<file path="config.mk">
export PLATFORM = sky130hd
export DESIGN_NAME = lin_master_frame_engine_unit
export DESIGN_NICKNAME = d
export VERILOG_FILES = /design/src/hdl/lmfe_pkg.sv /design/src/hdl/lin_master_frame_engine_unit.sv
export SDC_FILE = /design/constraint.sdc
export NUM_CORES = 1
export LEC_CHECK = 0
export BUFFER_PORTS_ARGS = -buffer_cell sky130_fd_sc_hd__buf_2
export CORE_UTILIZATION = 54
export CTS_BUF_LIST = sky130_fd_sc_hd__clkbuf_16
export DETAILED_ROUTE_END_ITERATION = 10
export PLACE_DENSITY = 0.8
export SKIP_CTS_REPAIR_TIMING = 1
export SYNTH_ARGS = -nofsm -noshare
export SYNTH_HDL_FRONTEND = slang
export SYNTH_SLANG_ARGS = --single-unit
</file>
<file path="constraint.sdc">
create_clock -name clk -period 4 [get_ports clk]
set_clock_uncertainty 0.15 [all_clocks]
set_input_delay 0.4 -clock clk [delete_from_list [all_inputs] [get_ports clk]]
set_output_delay 0.4 -clock clk [all_outputs]
set_load 0.005 [all_outputs]
</file>
<file path="src/hdl/lmfe_pkg.sv">
// Shared types and codes for the LIN master frame engine.
`default_nettype none
package lmfe_pkg;

  // Largest payload a frame may carry; longer requests are clamped.
  localparam logic [3:0] MAX_PAYLOAD = 4'd8;

  localparam logic [23:0] TIMEOUT_RESET = 24'd17360;
  localparam logic [7:0]  SYNC_BYTE     = 8'h55;
  localparam logic [5:0]  DIAG_ID_REQ   = 6'h3C;
  localparam logic [5:0]  DIAG_ID_RSP   = 6'h3D;
  localparam logic [7:0]  TICK_US       = 8'd100;

  // Request operation codes.
  localparam logic [1:0] OP_START = 2'd0;
  localparam logic [1:0] OP_SEND  = 2'd1;
  localparam logic [1:0] OP_RECV  = 2'd2;
  localparam logic [1:0] OP_TICK  = 2'd3;

  // Result kinds.
  localparam logic [1:0] KIND_BREAK = 2'd0;
  localparam logic [1:0] KIND_TX    = 2'd1;
  localparam logic [1:0] KIND_RX    = 2'd2;
  localparam logic [1:0] KIND_DONE  = 2'd3;

  // Finish status codes.
  localparam logic [1:0] ST_GOOD     = 2'd0;
  localparam logic [1:0] ST_MISMATCH = 2'd1;
  localparam logic [1:0] ST_TIMEOUT  = 2'd2;

  typedef enum logic [2:0] {
    PH_IDLE  = 3'd0,
    PH_WDATA = 3'd1,
    PH_WSYNC = 3'd2,
    PH_WID   = 3'd3,
    PH_RDATA = 3'd4,
    PH_RCK   = 3'd5
  } phase_t;

  typedef struct packed {
    logic [1:0] operation;
    logic [5:0] frame_id;
    logic       enhanced;
    logic       is_read;
    logic [3:0] length;
    logic [7:0] data_byte;
  } req_t;

  typedef struct packed {
    logic [1:0] kind;
    logic [7:0] out_byte;
    logic [1:0] status;
    logic [3:0] rx_count;
    logic       last;
  } rsp_t;

endpackage
`default_nettype wire

</file>
<file path="src/hdl/lin_master_frame_engine_unit.sv">
// LIN master frame engine: request register, frame logic and result queue.
//
//   channel | direction | handshake                | beat
//   --------+-----------+--------------------------+--------------------------
//   req     | in        | req_valid / req_ready    | one request (req_t)
//   rsp     | out       | rsp_valid / rsp_ready    | one result (rsp_t)
//   cfg     | in        | cfg_we, no wait          | timeout in microseconds
//
// A request beat lands in a request register. Once the result queue is free the
// frame logic evaluates it in one pass and loads all of its results (up to four)
// into a four-entry result queue that drains one beat per cycle while rsp_ready
// is high. A request producing a single result can therefore follow every cycle
// while rsp_ready is high; a request producing several results holds the request
// register until the result queue is down to its last beat and that beat is taken.
// Reset is synchronous: the frame returns to idle, the request register and
// the result queue empty, and the timeout returns to 17360 us. A stalled
// result holds its beat and backs up into the request register, which then
// drops req_ready.
`default_nettype none
module lin_master_frame_engine_unit (
  input  wire logic          clk,
  input  wire logic          rst,
  input  wire logic          req_valid,
  output logic               req_ready,
  input  wire lmfe_pkg::req_t req,
  output logic               rsp_valid,
  input  wire logic          rsp_ready,
  output lmfe_pkg::rsp_t     rsp,
  input  wire logic          cfg_we,
  input  wire logic [23:0]   cfg_data
);
  import lmfe_pkg::*;

  // Protected ID: parity P0 in bit 6, inverted parity P1 in bit 7.
  function automatic logic [7:0] make_pid(input logic [5:0] id);
    logic p0;
    logic p1;
    p0 = id[0] ^ id[1] ^ id[2] ^ id[4];
    p1 = ~(id[1] ^ id[3] ^ id[4] ^ id[5]);
    return {p1, p0, id};
  endfunction

  // Eight-bit add with the carry folded back in.
  function automatic logic [7:0] add_carry(input logic [7:0] a, input logic [7:0] b);
    logic [8:0] s;
    s = {1'b0, a} + {1'b0, b};
    return s[7:0] + {7'd0, s[8]};
  endfunction

  // Configuration.
  logic [23:0] timeout_us;

  always_ff @(posedge clk) begin
    if (rst) begin
      timeout_us <= TIMEOUT_RESET;
    end else if (cfg_we) begin
      timeout_us <= cfg_data;
    end
  end

  // Request register.
  req_t req_q;
  logic req_full;

  // Result queue: entry 0 is the head, entries shift down as beats leave.
  rsp_t       rq [4];
  logic [2:0] rq_count;
  logic       rq_free;
  logic       go;

  assign rsp_valid = (rq_count != 3'd0);
  assign rsp       = rq[0];
  assign rq_free   = (rq_count == 3'd0) || ((rq_count == 3'd1) && rsp_ready);
  assign go        = req_full && rq_free;
  assign req_ready = !req_full || go;

  always_ff @(posedge clk) begin
    if (rst) begin
      req_full <= 1'b0;
    end else if (req_valid && req_ready) begin
      req_full <= 1'b1;
    end else if (go) begin
      req_full <= 1'b0;
    end
  end

  always_ff @(posedge clk) begin
    if (req_valid && req_ready) begin
      req_q <= req;
    end
  end

  // Frame state.
  phase_t      phase, phase_next;
  logic [7:0]  protected_id, protected_id_next;
  logic [3:0]  frame_length, frame_length_next;
  logic [3:0]  byte_count, byte_count_next;
  logic [7:0]  checksum_sum, checksum_sum_next;
  logic [23:0] elapsed_us, elapsed_us_next;

  rsp_t       res [4];
  logic [2:0] res_n;

  logic [3:0]  len_c;
  logic [7:0]  pid_c;
  logic [7:0]  sum_c;
  logic [3:0]  cnt_inc;
  logic [24:0] el_sum;
  logic [23:0] el_sat;

  always_comb begin
    phase_next        = phase;
    protected_id_next = protected_id;
    frame_length_next = frame_length;
    byte_count_next   = byte_count;
    checksum_sum_next = checksum_sum;
    elapsed_us_next   = elapsed_us;
    res_n             = 3'd0;
    for (int i = 0; i < 4; i++) begin
      res[i] = '0;
    end

    len_c   = (req_q.length > MAX_PAYLOAD) ? MAX_PAYLOAD : req_q.length;
    pid_c   = make_pid(req_q.frame_id);
    sum_c   = add_carry(checksum_sum, req_q.data_byte);
    cnt_inc = byte_count + 4'd1;
    el_sum  = {1'b0, elapsed_us} + {17'd0, TICK_US};
    el_sat  = el_sum[24] ? '1 : el_sum[23:0];

    unique case (req_q.operation)
      OP_START: begin
        protected_id_next = pid_c;
        frame_length_next = len_c;
        byte_count_next   = 4'd0;
        elapsed_us_next   = 24'd0;
        // Diagnostic frames always use the classic checksum.
        checksum_sum_next = (req_q.enhanced && req_q.frame_id != DIAG_ID_REQ
                             && req_q.frame_id != DIAG_ID_RSP) ? pid_c : 8'd0;
        res[0].kind     = KIND_BREAK;
        res[1].kind     = KIND_TX;
        res[1].out_byte = SYNC_BYTE;
        res[2].kind     = KIND_TX;
        res[2].out_byte = pid_c;
        res_n           = 3'd3;
        if (req_q.is_read) begin
          phase_next = PH_WSYNC;
        end else if (len_c == 4'd0) begin
          res[3].kind     = KIND_TX;
          res[3].out_byte = ~checksum_sum_next;
          res_n           = 3'd4;
          phase_next      = PH_IDLE;
        end else begin
          phase_next = PH_WDATA;
        end
      end
      OP_SEND: begin
        if (phase == PH_WDATA) begin
          checksum_sum_next = sum_c;
          byte_count_next   = cnt_inc;
          res[0].kind       = KIND_TX;
          res[0].out_byte   = req_q.data_byte;
          res_n             = 3'd1;
          if (cnt_inc >= frame_length) begin
            res[1].kind     = KIND_TX;
            res[1].out_byte = ~sum_c;
            res_n           = 3'd2;
            phase_next      = PH_IDLE;
          end
        end
      end
      OP_RECV: begin
        case (phase)
          PH_WSYNC: begin
            if (req_q.data_byte == SYNC_BYTE) begin
              phase_next = PH_WID;
            end
          end
          PH_WID: begin
            if (req_q.data_byte == protected_id) begin
              phase_next = (frame_length == 4'd0) ? PH_RCK : PH_RDATA;
            end
          end
          PH_RDATA: begin
            checksum_sum_next = sum_c;
            byte_count_next   = cnt_inc;
            res[0].kind       = KIND_RX;
            res[0].out_byte   = req_q.data_byte;
            res_n             = 3'd1;
            if (cnt_inc >= frame_length) begin
              phase_next = PH_RCK;
            end
          end
          PH_RCK: begin
            byte_count_next = cnt_inc;
            res[0].kind     = KIND_DONE;
            res[0].status   = (~checksum_sum == req_q.data_byte) ? ST_GOOD : ST_MISMATCH;
            res[0].rx_count = cnt_inc;
            res_n           = 3'd1;
            phase_next      = PH_IDLE;
          end
          default: begin
          end
        endcase
      end
      OP_TICK: begin
        if (phase inside {PH_WSYNC, PH_WID, PH_RDATA, PH_RCK}) begin
          elapsed_us_next = el_sat;
          if (el_sat >= timeout_us) begin
            res[0].kind     = KIND_DONE;
            res[0].status   = ST_TIMEOUT;
            res[0].rx_count = byte_count;
            res_n           = 3'd1;
            phase_next      = PH_IDLE;
          end
        end
      end
    endcase

    // Mark the final result of this request.
    for (int i = 0; i < 4; i++) begin
      res[i].last = (3'(i + 1) == res_n);
    end
  end

  always_ff @(posedge clk) begin
    if (rst) begin
      phase        <= PH_IDLE;
      protected_id <= 8'd0;
      frame_length <= 4'd0;
      byte_count   <= 4'd0;
      checksum_sum <= 8'd0;
      elapsed_us   <= 24'd0;
    end else if (go) begin
      phase        <= phase_next;
      protected_id <= protected_id_next;
      frame_length <= frame_length_next;
      byte_count   <= byte_count_next;
      checksum_sum <= checksum_sum_next;
      elapsed_us   <= elapsed_us_next;
    end
  end

  // Queue occupancy.
  always_ff @(posedge clk) begin
    if (rst) begin
      rq_count <= 3'd0;
    end else if (go) begin
      rq_count <= res_n;
    end else if (rsp_valid && rsp_ready) begin
      rq_count <= rq_count - 3'd1;
    end
  end

  // Queue entries: a load replaces the whole queue, which is then empty or
  // losing its last beat; otherwise a taken beat shifts the rest down.
  always_ff @(posedge clk) begin
    if (go) begin
      for (int i = 0; i < 4; i++) begin
        rq[i] <= res[i];
      end
    end else if (rsp_valid && rsp_ready) begin
      for (int i = 0; i < 3; i++) begin
        rq[i] <= rq[i + 1];
      end
      rq[3] <= '0;
    end
  end

endmodule
`default_nettype wire

</file>
==> metrics.cfg <==
[outcome]
status=finished clean

[clock_network]
cts_inserted_buffers=17
cts_num_sinks=148
clock_latency_ns=0.42
ctsHtreeMaxLevel=4
cts_tree=built
clockRootBuffer=clkbuf_16
clk_pin_slew_worst_paths_ns=0.06
clockBufferDepth=2

[global_routing]
grt_first_pass_wirelength_um=30820
track_usage_pct=26.45
antenna_found_initial=0
met2_usage_pct=43.26
first_global_vias=6332
met3_usage_pct=5.769
use_met1_pct=34.29
busiest_layer=met2
grt_overflow=0
grt_max_degree=40

[routing]
drc=0
dr.pass1.iters=5
wirelength_um=19340
drt-initial-drc-count=619
viasPerCell=5.880
vias=6686
ant_nets=0
avgRoutedWirePerCell_um=17.01

[logic_synthesis]
yosys-top-cells-area=edfxtp_1, dfxtp_1, ha_1, nand2_1, a21oi_1
syn-cell-area_um2=8006
yosysSeqAreaShare_pct=45.63
yosysTopAreaCellShare_pct=25.88
ys.flop_type=dfxtp_1
ys_top_cells_by_count=nand2_1, dfxtp_1, nor2_1
synth_warnings=0
synth_seq_cells=148
synth-async-reset-ratio_pct=0
synth.most_common_cell=nand2_1
yosysTopAreaCell=edfxtp_1
synth_cell_types=64
synthCells=856
avgSynthCellArea_um2=9.353
synth_edf_count=69
synth_nets=957

[critical_path]
crit_top_cell=buf_4
crit_fanout=9
cpPeakStageDelay_ns=0.41
cp.required_ns=4.15
cp.arrival_ns=3.94
critPathSlowestCell=or3_4
startpoint_type=register
endpoint_kind=register
crit_type=register to register
crit_family=simple AND/OR/NAND/NOR gates
critPathBufInv=3
cp_cell_sequence=ha_1 -> a211oi_1 -> or3_1 -> or3_4 -> buf_4 -> buf_4 -> nand2_1 -> ha_1 -> and4_1 -> a31oi_1 -> o21ai_1 -> a221oi_2 -> buf_4 -> a31o_2 -> mux2_2

[place]
io_buffers=69
gp_congestion=0.8797
placed_cells=1090
place_hpwl_um=13180

[floorplanning]
die_w_um=123.8
dieArea_um2=15320
core_um2=14480
rows=44
die_h_um=123.8
io_pins=70
start_util_pct=55.30

[cells_and_area]
syn2layout_area_growth_pct=16.69
drive_gt1_share_pct=15.32
fill_cells=1176
nets=1041
antennaDiodeCount=0
final_cells=1137

[power_and_ir_drop]
cellLeakagePower_uw=0.003904
pwr_density_cell_nw_per_um2=489.2
ir_drop_v=0.0004355

[sta]
slew_violations=0
slew_headroom_pct=31.03
timing.final.hold_violations=0
fmax_mhz=264.4
fin_crit_sh_pct=94.55
timing.setup.tns_ns=0
period_needed_ns=3.782
setup_violations=0
worst_pin_slew_ns=1.034
rsz0062_at_grt=false

[worst_hold_path]
hold_class=input port to register

[job]
maxCapViolations=0

==> worst reg2reg max path: stages, from the launching register on <==
cell      delay (ns)
dfxtp_1         0.33
ha_1            0.17
a211oi_1        0.10
or3_1           0.40
or3_4           0.41
buf_4           0.18
buf_4           0.17
nand2_1         0.08
ha_1            0.24
and4_1          0.25
a31oi_1         0.18
o21ai_1         0.11
a221oi_2        0.20
buf_4           0.17
a31o_2          0.20
mux2_2          0.33
==> state kept, by name, summed over array words and instances (netlist names) <==
register	count
checksum_sum	8
rq_count	3
frame_length	4
req_q	16
phase	3
protected_id	8
timeout_us	24
pid_c	6
byte_count	4
rq	47
elapsed_us	24
req_full	1
==> metrics by stage <==
step / power, µW / worst slack (ns) / hold WS [ns] / util (%) / cell area (µm²)
floorplan: 2639 / 0.01860 / 0.2856 / - / 8006
global placement: 2934 / 0.2357 / 0.3064 / 59.29 / 8584
detailed placement: 2962 / 0.1205 / 0.3132 / 59.29 / 8584
CTS: 4569 / 0.07871 / -0.009913 / 63.36 / 9174
global route: 4780 / 0.02360 / 0.0003993 / 64.53 / 9343
finish: 4570 / 0.2182 / 0.006672 / 64.53 / 9343
==> placed cells by master (no fill, tap or decap), types with 17 or more instances in the layout <==
master     count
clkbuf_16     17
nand3_1       32
inv_1         48
edfxtp_1      69
buf_2         69
mux2i_1       19
nand2_1       98
xnor2_1       30
dfxtp_1       79
o21ai_0       39
ha_1          49
a21oi_1       59
buf_4         27
nor2_1        76
==> final cells by class <==
class | count | area, µm² | share of cell area, %
tap | 184 | 230.2 | 2.464
inverter | 46 | 172.7 | 1.848
clock buffer | 17 | 425.4 | 4.553
sequential | 148 | 3654 | 39.11
multi-input combinational | 616 | 3999 | 42.80
clock inverter | 15 | 163.9 | 1.754
timing repair buffer | 111 | 698.2 | 7.473
==> cell families after synthesis <==
kind of cell	after synthesis	synth area share [%]
mux	23	2.938
fa+ha+maj	50	7.908
xor+xnor	39	4.266
buf+inv	92	4.688
simple gates	303	18.21
compound gates	201	16.36
flops	148	45.63
==> where the power goes <==
group / internal, µW / leakage (µW) / switching, µW / total, µW
combinational: 346 / 0.00229 / 598 / 944
sequential: 1900 / 0.00132 / 117 / 2020
clock: 975 / 0.000296 / 631 / 1610
==> worst paths after layout <==
kind,startpoint,endpoint,slack [ns],cells past startpoint
max reg2reg,elapsed_us[2],phase[0],0.22,15
max,elapsed_us[2],phase[0],0.22,15
min reg2reg,protected_id[0],protected_id[0],0.32,2
min,req[9],req_q[9],0.007,1
==> per-layer routing <==
metal / share of wire [%] / up-vias / wire length, µm
li1: - / 3244 / -
met1: 44 / 3150 / 8557
met2: 47 / 248 / 9106
met3: 6.4 / 44 / 1233
met4: 2.3 / 0 / 438
met5: 0 / - / 0
(Power assumes the default switching activity.)
